[src/rtl/tci_pkg.sv]
// Package for the tempo curve interpolator.
// Holds the fixed field widths, the word field types and the command and status codes.
// Depends on nothing.
`default_nettype none
package tci_pkg;
	localparam int POS_W = 40;
	localparam int CMD_W = 2;
	localparam int STATUS_W = 3;
	localparam int HELD_W = 9;

	typedef logic [CMD_W-1:0] cmd_t;
	typedef logic [STATUS_W-1:0] status_t;
	typedef logic [POS_W-1:0] pos_t;

	localparam cmd_t CMD_CLEAR = 2'd0;
	localparam cmd_t CMD_APPEND = 2'd1;
	localparam cmd_t CMD_QUERY = 2'd2;
	localparam cmd_t CMD_UNUSED = 2'd3;

	localparam status_t ST_OK = 3'd0;
	localparam status_t ST_EMPTY = 3'd1;
	localparam status_t ST_NOT_INCR = 3'd2;
	localparam status_t ST_TEMPO_ZERO = 3'd3;
	localparam status_t ST_FULL = 3'd4;
endpackage
`default_nettype wire

[src/rtl/tci_muldiv.sv]
// Serial multiply-then-divide unit: q = (dx * mag) / span, truncated.
// Shift-add multiply, then restoring division one bit a cycle. Depends on tci_pkg.
`default_nettype none
module tci_muldiv #(
	parameter int TEMPO_W = 26
) (
	input  logic               clk,
	input  logic               arst_n,
	input  logic               start,
	input  tci_pkg::pos_t      dx,
	input  logic [TEMPO_W-1:0] mag,
	input  tci_pkg::pos_t      span,
	output logic               done,
	output logic [TEMPO_W-1:0] q
);
	import tci_pkg::*;

	localparam int PW = POS_W + TEMPO_W;
	localparam int CNT_W = $clog2(PW + 1);
	localparam logic [1:0] P_IDLE = 2'd0;
	localparam logic [1:0] P_MUL = 2'd1;
	localparam logic [1:0] P_DIV = 2'd2;

	logic [1:0]         phase_q;
	logic [CNT_W-1:0]   cnt_q;
	logic               done_q;
	logic [PW-1:0]      acc_q;
	logic [PW-1:0]      mcand_q;
	logic [TEMPO_W-1:0] mplier_q;
	logic [POS_W-1:0]   rem_q;
	logic [POS_W-1:0]   span_q;
	logic [POS_W:0]     rs;
	logic               ge;

	always_comb begin
		rs = {rem_q, acc_q[PW-1]};
		ge = rs >= {1'b0, span_q};
	end

	always_ff @(posedge clk or negedge arst_n) begin
		if (!arst_n) begin
			phase_q <= P_IDLE;
			cnt_q <= '0;
			done_q <= 1'b0;
		end else begin
			done_q <= 1'b0;
			case (phase_q)
				P_IDLE: begin
					if (start) begin
						phase_q <= P_MUL;
						cnt_q <= CNT_W'(TEMPO_W);
					end
				end
				P_MUL: begin
					cnt_q <= cnt_q - 1'b1;
					if (cnt_q == CNT_W'(1)) begin
						phase_q <= P_DIV;
						cnt_q <= CNT_W'(PW);
					end
				end
				P_DIV: begin
					cnt_q <= cnt_q - 1'b1;
					if (cnt_q == CNT_W'(1)) begin
						phase_q <= P_IDLE;
						done_q <= 1'b1;
					end
				end
				default: begin
					phase_q <= P_IDLE;
				end
			endcase
		end
	end

	always_ff @(posedge clk) begin
		case (phase_q)
			P_IDLE: begin
				if (start) begin
					acc_q <= '0;
					mcand_q <= PW'(dx);
					mplier_q <= mag;
					span_q <= span;
					rem_q <= '0;
				end
			end
			P_MUL: begin
				if (mplier_q[0]) begin
					acc_q <= acc_q + mcand_q;
				end
				mcand_q <= {mcand_q[PW-2:0], 1'b0};
				mplier_q <= mplier_q >> 1;
			end
			P_DIV: begin
				if (ge) begin
					rem_q <= POS_W'(rs - {1'b0, span_q});
					acc_q <= {acc_q[PW-2:0], 1'b1};
				end else begin
					rem_q <= rs[POS_W-1:0];
					acc_q <= {acc_q[PW-2:0], 1'b0};
				end
			end
			default: begin
				rem_q <= rem_q;
			end
		endcase
	end

	assign done = done_q;
	assign q = acc_q[TEMPO_W-1:0];
endmodule
`default_nettype wire

[config.mk]
export PLATFORM = sky130hd
export DESIGN_NAME = tci_muldiv
export DESIGN_NICKNAME = d
export VERILOG_FILES = /design/src/rtl/tci_pkg.sv /design/src/rtl/tci_muldiv.sv
export SDC_FILE = /design/constraint.sdc
export NUM_CORES = 1
export LEC_CHECK = 0
export BUFFER_PORTS_ARGS = -buffer_cell sky130_fd_sc_hd__buf_2
export CORE_ASPECT_RATIO = 0.75
export CORE_MARGIN = 2
export CORE_UTILIZATION = 57
export CTS_CLUSTER_SIZE = 20
export DETAILED_ROUTE_END_ITERATION = 10
export PLACE_DENSITY = 0.76
export SLEW_MARGIN = 20
export SYNTH_ARGS = -nofsm -noshare
export SYNTH_HDL_FRONTEND = slang
export SYNTH_SLANG_ARGS = --single-unit
[constraint.sdc]
create_clock -name clk -period 10 [get_ports clk]
set_input_delay 1 -clock clk [delete_from_list [all_inputs] [get_ports clk]]
set_output_delay 1 -clock clk [all_outputs]
set_load 0.01 [all_outputs]
==> metrics.yaml <==
status: "finished clean"
synth_cells: 1695
num-fill-cells: 2438
synth_most_common_cell: "edfxtp_1"
rows: 54
fmax_mhz: 265
yosysSeqAreaShare_pct: 44.3
gp_congestion: 0.946
critPathBufInv: 0
crit_path_cell_trace: "ha_1 -> fa_1 -> a211oi_1 -> o21bai_1 -> a211oi_1 -> nor4_1 -> o21ai_1 -> a2111oi_0 -> nor2_1 -> o21ai_0 -> xnor2_1 -> o21ai_0"
ir_drop_mv: 0.200
die-area_um2: 30700
synth_ff_type: "edfxtp_1"
nNetsFinal: 1984
place_area_um2: 17500
max_slew_margin_pct: 30.2
setup_viol: 0
clock_path_buffers: 3
finalHoldViolCount: 0
grt_pass1_vias: 12500
critPathKind: "reg -> reg"
syn_area_um2: 16700
cts_tree: "built"
ioPinCount: 136
netlist_top_cells_area: "edfxtp_1 43%, ha_1 8.3%, a21oi_1 5.2%, nand2_1 4.7%, mux2_2 4.4%"
r2r_setup_slack_ns: 6.22
ant_nets: 0
start_util_pct: 57.6
area_growth_pct: 9.40
cts_resized: 0
netlist_top_cells_count: "238 x edfxtp_1, 211 x nand2_1, 175 x a21oi_1, 111 x ha_1, 110 x o21ai_0"
cp_top_family: "compound AO/OA/AOI/OAI gates"
m1WireLength_um: 19400
hpwl_um: 29200
grt_max_degree: 72
die_x_um: 202
drt-total-wl_um: 40500
p_clk_share_pct: 13.5
synth-edff-count: 238
drt_iter0_drc: 1341
yosysTopAreaCellShare_pct: 42.8
path_max_fanout: 4
top_layer: "met4"
p_int_mw: 3.91
drc: 0
p_comb_share_pct: 57.2
avgSynthCellArea_um2: 9.86
clkTransAtPathRegs_ns: 0.06
grt.total_usage_pct: 26.1
yosys_warnings: 0
core-area_um2: 29000
ys_types: 79
grt_pass1_wl_um: 65600
hp-class: "in -> async"
fin_crit_sh_pct: 37.8
synth_seq_cells: 248
fin_area_um2: 18300
dr.pass1.iters: 6
dr_wl_met3_um: 3420
cp_slowest_stage_delay_ns: 0.54
port_buffers: 135
drive_above_1_share_pct: 15.6
cts_root_buffer: "clkbuf_16"
cp_slowest_cell: "a211oi_1"
arrival_ns: 4.06
antenna_found_initial: 1
min_period_ns: 3.78
power.leakage_nw: 7.55
swShare_pct: 44.5
wl_per_cell_um: 18.6
worstSetupStartpointType: "register"
yosys.area.top_type: "edfxtp_1"
vias_per_cell: 6.12
maxCapViolations: 0
clock-sinks: 248
power_density_nw_per_um2: 386
async_reset_ff_share_pct: 4.03
clk_latency_ns: 0.56
grt_setup_unrepaired: "false"
synth_nets: 1917
route.met2.wl_um: 17200
switching_power_mw: 3.14
grt_overflow: 0
h-tree-depth: 1
slew_viol_final: 0
fin_tns_setup_ns: 0
die_h_um: 152
crit_path_end_kind: "register"
seqPwrFrac_pct: 29.3
worstReg2RegEnd: "acc_q[58]"
num_vias: 13300
crit_required_ns: 10.28
cts_setup_buffers: 0
r2r_cells: 12
worst_pin_slew_ns: 1.05
skew_ns: 0.0107
r2r-start: "acc_q[0]"
holdBufCountCts: 0
numCtsBuffers: 26
## power by group through the flow
stage / Clock [mW] / Sequential [mW] / Combinational (mW)
after floorplan: 0 / 2.02 / 3.13
after global placement: 0 / 2.06 / 3.87
after detailed placement: 0 / 2.08 / 3.94
after CTS: 0.968 / 2.06 / 3.97
after global routing: 1.01 / 2.11 / 4.44
final: 0.951 / 2.07 / 4.03
## layout make-up
| cell class | instances | area, µm² | area share, % |
|---|---|---|---|
| clock buffers | 34 | 701 | 3.83 |
| repair buffers | 147 | 766 | 4.19 |
| multi-input cells | 1259 | 8500 | 46.5 |
| flip-flops and latches | 248 | 7400 | 40.5 |
| well taps | 392 | 490 | 2.68 |
| clock inverters | 12 | 119 | 0.650 |
| diodes | 1 | 2.50 | 0.0137 |
| inverters | 80 | 300 | 1.64 |
## through the flow
step | worst slack [ns] | power [mW] | utilization [%] | cells | hold WS [ns]
2_1_floorplan | 1.63 | 5.15 | - | 1695 | 0.464
3_3_place_gp | 6.38 | 5.92 | 60.2 | 2126 | 0.485
3_5_place_dp | 6.31 | 6.02 | 60.2 | 2126 | 0.484
4_1_cts | 6.30 | 7.00 | 63.0 | 2172 | 0.285
5_1_grt | 5.94 | 7.56 | 63.0 | 2173 | 0.299
6_report | 6.22 | 7.05 | 63.0 | 2173 | 0.295
## worst register-to-register path: cells and delay by family, from the launching register on
kind / cells / cell delay (ns)
AOI/OAI and AO/OA: 7 / 1.78
adders and majority gates: 2 / 0.69
and+or+nand+nor: 2 / 0.47
DFF: 1 / 0.42
xor gates and xnor gates: 1 / 0.14
## how the worst max path moves through the flow
| stage | from | endpoint | slack (ns) | depth (start not counted) |
|---|---|---|---|---|
| 6_report | acc_q[0] | acc_q[58] | 6.22 | 12 |
| 3_5_place_dp | acc_q[0] | acc_q[58] | 6.31 | 12 |
| 4_1_cts | acc_q[0] | acc_q[60] | 6.30 | 12 |
| 2_1_floorplan | phase_q[1] | mcand_q[0] | 1.63 | 6 |
| 5_1_grt | acc_q[0] | acc_q[58] | 5.94 | 12 |
| 3_3_place_gp | rem_q[25] | rem_q[31] | 6.38 | 12 |
## routing by layer
layer	global-route usage, %	vias to the layer above
met2	38.9	536
met1	40.3	6358
met4	4.34	0
met3	4.79	45
met5	0	-
li1	-	6356
## placed cells by master, fill, tap and decap left out, types with 20 or more instances in the layout
master	netlist	layout
edfxtp_1	238	238
nand2_1	211	211
a21oi_1	175	175
buf_2	16	135
ha_1	111	110
o21ai_0	110	108
inv_1	79	79
nor2_1	78	78
mux2_2	66	66
a21o_1	64	64
xnor2_1	57	57
nor2b_1	35	35
and2_1	33	32
xor2_1	32	32
nand4_1	29	29
clkbuf_16	0	26
a22oi_1	25	25
o21bai_1	24	24
nand3_1	20	20
## cells by family after synthesis
| kind of cell | synth area share [%] |
|---|---|
| buf+inv | 5.06 |
| simple gates | 13.4 |
| fa+ha+maj | 8.55 |
| compound gates | 19.3 |
| flops | 44.3 |
| mux | 4.75 |
| xor+xnor | 4.67 |
## registers in the layout, indices dropped and copies added (netlist names)
name	cells
acc_q	66
cnt_q	7
done	1
mcand_q	66
mplier_q	26
phase_q	2
rem_q	40
span_q	40
(Power assumes the default switching activity.)
