### src/rtl/tci_ram.sv
// Generic single-port-write, single-port-read RAM with a registered read.
// Depends on nothing.
`default_nettype none
module tci_ram #(
	parameter int WIDTH = 8,
	parameter int DEPTH = 16
) (
	input  logic                     clk,
	input  logic                     we,
	input  logic [$clog2(DEPTH)-1:0] waddr,
	input  logic [WIDTH-1:0]         wdata,
	input  logic [$clog2(DEPTH)-1:0] raddr,
	output logic [WIDTH-1:0]         rdata
);
	logic [WIDTH-1:0] mem_q [DEPTH];

	always_ff @(posedge clk) begin
		if (we) begin
			mem_q[waddr] <= wdata;
		end
		rdata <= mem_q[raddr];
	end
endmodule
`default_nettype wire

### config.mk
export PLATFORM = sky130hd
export DESIGN_NAME = tci_ram
export DESIGN_NICKNAME = d
export VERILOG_FILES = /design/src/rtl/tci_ram.sv
export SDC_FILE = /design/constraint.sdc
export NUM_CORES = 1
export LEC_CHECK = 0
export ABC_CLOCK_PERIOD_IN_PS = 2600
export BUFFER_PORTS_ARGS = -buffer_cell sky130_fd_sc_hd__buf_4
export CORE_MARGIN = 5
export CORE_UTILIZATION = 39
export CTS_CLUSTER_DIAMETER = 150
export DETAILED_ROUTE_END_ITERATION = 6
export PLACE_DENSITY = 0.56
export SYNTH_ARGS = -nofsm -noshare
export SYNTH_HDL_FRONTEND = slang
export SYNTH_SLANG_ARGS = --single-unit
### constraint.sdc
create_clock -name clk -period 2.6 [get_ports clk]
set_input_delay 0.52 -clock clk [delete_from_list [all_inputs] [get_ports clk]]
set_output_delay 0.52 -clock clk [all_outputs]
set_load 0.1 [all_outputs]
==> flow_metrics.tcl, run 1 <==
set metrics [dict create \
    outcome "complete, no violations" \
    setup_slack_ns 0.912 \
    place_inst 439 \
    post_cts.repair.setup_buffers 0 \
    drt_wl_total_um 9710 \
    holdWs_ns 0.418 \
    p_leak_nw 2.07 \
    critical_path_class "primary input to flip-flop" \
    fmax_mhz 592 \
    route.detailed.drc 0 \
    root_buffer "clkbuf_16" \
    fp.dieH_um 125 \
    grt_first_pass_wirelength_um 15000 \
    maxSlewHeadroom 0.624 \
    ioPinCount 26 \
    period_share 0.649 \
    synth-seq-cells 136 \
    finalHoldViolations 0 \
    final_cell_mix "edfxtp_1, buf_4, mux4_2" \
    p_total_mw 4.87 \
    vias 2376 \
    core_area_sq_um 13100 \
    peakVddDrop_v 0.000445 \
    ys_seq_area_frac 0.778 \
    synth_cells 229 \
    antenna_found_initial 0 \
    place.detailed.hpwl_um 6300 \
    grt_usage 0.132 \
    grt_max_degree 33 \
    area_delta_synth_final_pct 19.3 \
    finalCriticalPeriod_ns 1.69 \
    worst_pin_slew_ns 0.562 \
    wl_per_cell_um 20.6 \
    cts-resized-gates 0 \
    synth.area.top_cells "edfxtp_1, mux4_2, mux4_1" \
    syn_area_sq_um 5150 \
    die_w_um 125 \
    critPathRequiredTime_ns 2.89 \
    grt_pass1_vias 2477 \
    pwr-share-seq 0.506 \
    p_clk_frac 0.423 \
    slowest_delay_ns 0.61 \
    maxSlewViolCount 0 \
    syn_nets 247 \
    setup_viol 0 \
    design.die.area_sq_um 15600 \
    path_clk_slew_ns 0.05 \
    drive_above_1_share 0.288 \
    critPathSlowestCell "mux4_1" \
    cp_data_arrival_time_ns 1.98 \
    cts_tree "done" \
    hold_buffers 0 \
    start_kind "primary input" \
    clock_latency_ns 0.41 \
    rsz0062_at_grt "no" \
    cp_max_fo 15 \
    drt-pass1-iter-count 4 \
    nNetsFinal 300 \
    multi_input_area_sq_um 1060 \
    p_switching_mw 1.02 \
    layoutNonFillerInstCount 471 \
    syn_avg_cell_area_sq_um 22.5 \
    cap_violations 0 \
    synth_top_area_cell "edfxtp_1" \
    setup_tns_ns 0 \
    p_int_mw 3.85 \
    synth_top_area_frac 0.747 \
    cts_sinks 136 \
    gp_congestion 0.733 \
    antenna_cells 0 \
    fill_cells 1085 \
    dp_slack_ns 0.466 \
    num_rows 42 \
    final_common_cell "edfxtp_1" \
    drt_iter0_drc 133 \
    seqCellArea_sq_um 4000 \
    min_path_type "primary input to flip-flop" \
    comb_power_share 0.071 \
    yosysWarningCount 0 \
    grt-ovfl-total 0 \
    initial_core_util 0.393 \
    cts_buffers 17 \
    power_density_nw_per_um2 793 \
    skew_ns 0.00460 \
    ys_types 19 \
    avgViaCountPerCell 5.04 \
    crit_path_end_kind "flip-flop" \
    p_sw_frac 0.209 \
    io_buffers 25 \
    htree_levels 4 \
    clockBufferDepth 2 \
    drt.antenna.violating_nets 0 \
    path_cells "buf_4 -> buf_12 -> mux4_1 -> a22oi_1 -> nand2_1" \
]
-- path summary, 6_finish.rpt --
| check | cells past startpoint | startpoint | slack [ns] | endpoint |
|---|---|---|---|---|
| min reg2reg | 3 | mem_q[14][3] | 0.67 | rdata[3] |
| max reg2reg | 3 | mem_q[0][1] | 1.20 | rdata[1] |
| min | 1 | wdata[4] | 0.42 | mem_q[7][4] |
| max | 5 | raddr[0] | 0.91 | rdata[3] |
-- cells by family (layout without fill, tap and decap cells) --
group / count (synthesis) / in the layout / synth area share
AOI/OAI and AO/OA: 16 / 16 / 0.0233
buffers and inverters: 10 / 76 / 0.0168
DFF: 136 / 136 / 0.778
muxes: 32 / 32 / 0.150
and+or+nand+nor: 35 / 35 / 0.0318
-- layer usage --
| layer | wire length [um] | global-route usage | vias to the layer above | part of all wire |
|---|---|---|---|---|
| met2 | 4720 | 0.203 | 42 | 0.49 |
| met3 | 302 | 0.0356 | 15 | 0.031 |
| met1 | 4510 | 0.179 | 1241 | 0.46 |
| li1 | - | - | 1078 | - |
| met4 | 173 | 0.0536 | 0 | 0.018 |
| met5 | 0 | 0 | - | 0 |
-- final cells by class --
cell class | count | share of cell area
clock inverter | 4 | 0.00285
timing repair buffer | 44 | 0.0558
tap | 176 | 0.0359
clock buffer | 28 | 0.0809
sequential | 136 | 0.652
multi-input combinational | 83 | 0.172
-- critical path, delay by kind of cell --
family / cells / cell delay (ns)
mux: 1 / 0.61
buf+inv: 2 / 0.45
compound gates: 1 / 0.29
simple gates: 1 / 0.09
-- registers in the layout, summed over array words and instances, names as in the netlist --
name / count
rdata: 8
mem_q: 128
-- power groups by stage --
stage	Clock, mW	Sequential, mW	Combinational (mW)
detailed placement	0	2.51	0.350
floorplan	0	2.61	0.124
finish	2.06	2.47	0.344
global route	2.21	2.47	0.367
global placement	0	2.51	0.347
CTS	2.11	2.47	0.350
-- cells in the mapped netlist --
library cell     count
edfxtp_1           128
mux4_2              18
a22oi_1             16
mux4_1              14
nor2_1              13
nand2_1              9
dfxtp_1              8
nor3_1               4
buf_2                3
buf_6                3
clkdlybuf4s25_2      3
nand2b_1             2
nand3b_1             2
and2_1               1
and2b_1              1
buf_4                1
nand3_1              1
nor2b_1              1
or3b_2               1
-- through the flow --
| stage | utilization | cell area [sq um] |
|---|---|---|
| after floorplan | - | 5150 |
| after global placement | 0.430 | 5620 |
| after detailed placement | 0.430 | 5620 |
| after CTS | 0.469 | 6140 |
| after global routing | 0.469 | 6140 |
| final | 0.469 | 6140 |
(Power assumes the default switching activity.)
==> run 2: changes to the inputs <==
--- a/config.mk
+++ b/config.mk
@@ -5,7 +5,7 @@
 export SDC_FILE = /design/constraint.sdc
 export NUM_CORES = 1
 export LEC_CHECK = 0
-export ABC_CLOCK_PERIOD_IN_PS = 2600
+export ABC_CLOCK_PERIOD_IN_PS = 1700
 export BUFFER_PORTS_ARGS = -buffer_cell sky130_fd_sc_hd__buf_4
 export CORE_MARGIN = 5
 export CORE_UTILIZATION = 39
==> constraint.sdc (replaced) <==
create_clock -name clk -period 1.7 [get_ports clk]
set_input_delay 0.34 -clock clk [delete_from_list [all_inputs] [get_ports clk]]
set_output_delay 0.34 -clock clk [all_outputs]
set_load 0.1 [all_outputs]
==> run 2 against run 1 <==
Final area is 4.0% higher. Sequential power is 53% higher. Highest routed layer unchanged. Routed wire length rose by 1.5%. Register-to-register slack got worse by 0.89 ns. Count of clock-buffer cells in the layout down 7. Non-clock buffer count grew 11. Hold slack got worse by 0.18 ns. Utilization rose by 1.9 points. Global-route usage grew 0.34 points. Sequential share of layout area decreased by 2.5 points. Largest cell class unchanged. Clock skew is 0.0034 ns higher. Via count is 0.42% higher. Critical endpoint is now rdata[2].
==> flow_metrics.tcl, run 2 (synthesized netlist as in run 1, its figures left out) <==
set metrics [dict create \
    placed_area_sq_um 5770 \
    critical-path-top-delay-family "flip-flops" \
    fmax_mhz 700 \
    reg.largest.list "mem_q (128), rdata (8)" \
    final_core_util 0.488 \
    clock_latency_ns 0.41 \
    area_delta_synth_final_pct 24.0 \
    crit_path_end_kind "primary output" \
    grt_max_degree 17 \
    multi_input_area_sq_um 1060 \
    min_path_type "primary input to flip-flop" \
    period_share 0.840 \
    regMostFlops "mem_q" \
    cp_data_arrival_time_ns 1.09 \
    drt-pass1-iter-count 4 \
    skew_ns 0.00796 \
    post_cts.repair.setup_buffers 0 \
    htree_levels 4 \
    place.detailed.hpwl_um 6830 \
    initial_core_util 0.393 \
    design.die.area_sq_um 15600 \
    critPathRequiredTime_ns 1.36 \
    p_leak_nw 2.18 \
    seqCellArea_sq_um 4000 \
    finalHoldViolations 0 \
    start_kind "flip-flop" \
    outcome "complete, no violations" \
    rsz0062_at_grt "no" \
    route.detailed.drc 0 \
    cp_max_fo 1 \
    grt_usage 0.135 \
    avgViaCountPerCell 4.95 \
    root_buffer "clkbuf_16" \
    final_cell_mix "edfxtp_1, buf_4, mux4_2" \
    grt_pass1_vias 2557 \
    drt_wl_total_um 9860 \
    antenna_cells 0 \
    ioPinCount 26 \
    num_rows 42 \
    grt_first_pass_wirelength_um 15300 \
    cts_tree "done" \
    critPathSlowestCell "dfxtp_1" \
    drive_above_1_share 0.343 \
    antenna_found_initial 0 \
    slowest_delay_ns 0.37 \
    power_density_nw_per_um2 1260 \
    finalCriticalPeriod_ns 1.43 \
    path_cells "buf_4" \
    holdWs_ns 0.234 \
    grt-ovfl-total 0 \
    gp_congestion 0.710 \
    final_common_cell "edfxtp_1" \
    path_clk_slew_ns 0.06 \
    worst_pin_slew_ns 0.776 \
    maxSlewViolCount 0 \
    fp.dieH_um 125 \
    fin_area_sq_um 6380 \
    io_buffers 25 \
    core_area_sq_um 13100 \
    fill_cells 1056 \
    drt.antenna.violating_nets 0 \
    cap_violations 0 \
    peakVddDrop_v 0.000824 \
    wl_per_cell_um 20.4 \
    clockBufferDepth 2 \
    setup_viol 0 \
    cts_sinks 136 \
    cts-resized-gates 0 \
    cts_buffers 17 \
    largest_reg_flops 128 \
    crit_buf_inv 1 \
    critical_path_class "flip-flop to primary output" \
    hold_buffers 0 \
    maxSlewHeadroom 0.481 \
    nNetsFinal 311 \
    die_w_um 125 \
    vias 2386 \
    drt_iter0_drc 173 \
]
-- run 2: cell types whose count changed in the layout (fill, tap and decap cells not counted) --
cell	change
clkinv_1	-2
clkbuf_1	-6
clkbuf_8	-1
clkinv_4	+1
clkinvlp_4	+4
bufinv_16	+3
buf_12	+5
nor3_2	+1
buf_4	+6
inv_6	+1
nor3_1	-1
-- run 2: area by class of cell --
type / instances / area share
Clock inverter: 11 / 0.0231
Multi-Input combinational cell: 83 / 0.166
Sequential cell: 136 / 0.627
Clock buffer: 21 / 0.0721
Timing Repair Buffer: 55 / 0.0765
Tap cell: 176 / 0.0345
-- run 2: stage by stage --
step	TNS (ns)	setup WS [ns]	instances	total power, mW
final	0	0.272	482	8.01
after detailed placement	-0.347	-0.103	450	4.42
after global routing	0	0.231	482	8.27
after floorplan	0	0.0939	229	4.19
after global placement	-0.370	-0.106	450	4.41
after CTS	0	0.229	482	8.10
-- run 2: per-layer routing --
layer	routed length, um	vias to the layer above	global-route usage
li1	-	1102	-
met1	4470	1219	0.181
met2	4830	52	0.211
met3	381	13	0.0330
met4	170	0	0.0612
met5	0	-	0
-- run 2: final timing paths --
check | end | slack, ns | from | cells after the start
worst min register to register | rdata[7] | 0.67 | mem_q[14][7] | 3
worst max-delay path | rdata[2] | 0.27 | rdata[2] | 1
worst min-delay path | mem_q[5][2] | 0.23 | wdata[2] | 1
worst max register to register | rdata[4] | 0.31 | mem_q[3][4] | 3
-- run 2: power breakdown --
group | switching, mW | internal, mW | total, mW
Clock | 1.29 | 2.38 | 3.68
Sequential | 0.0255 | 3.75 | 3.78
Combinational | 0.357 | 0.201 | 0.558
Total | 1.68 | 6.33 | 8.01
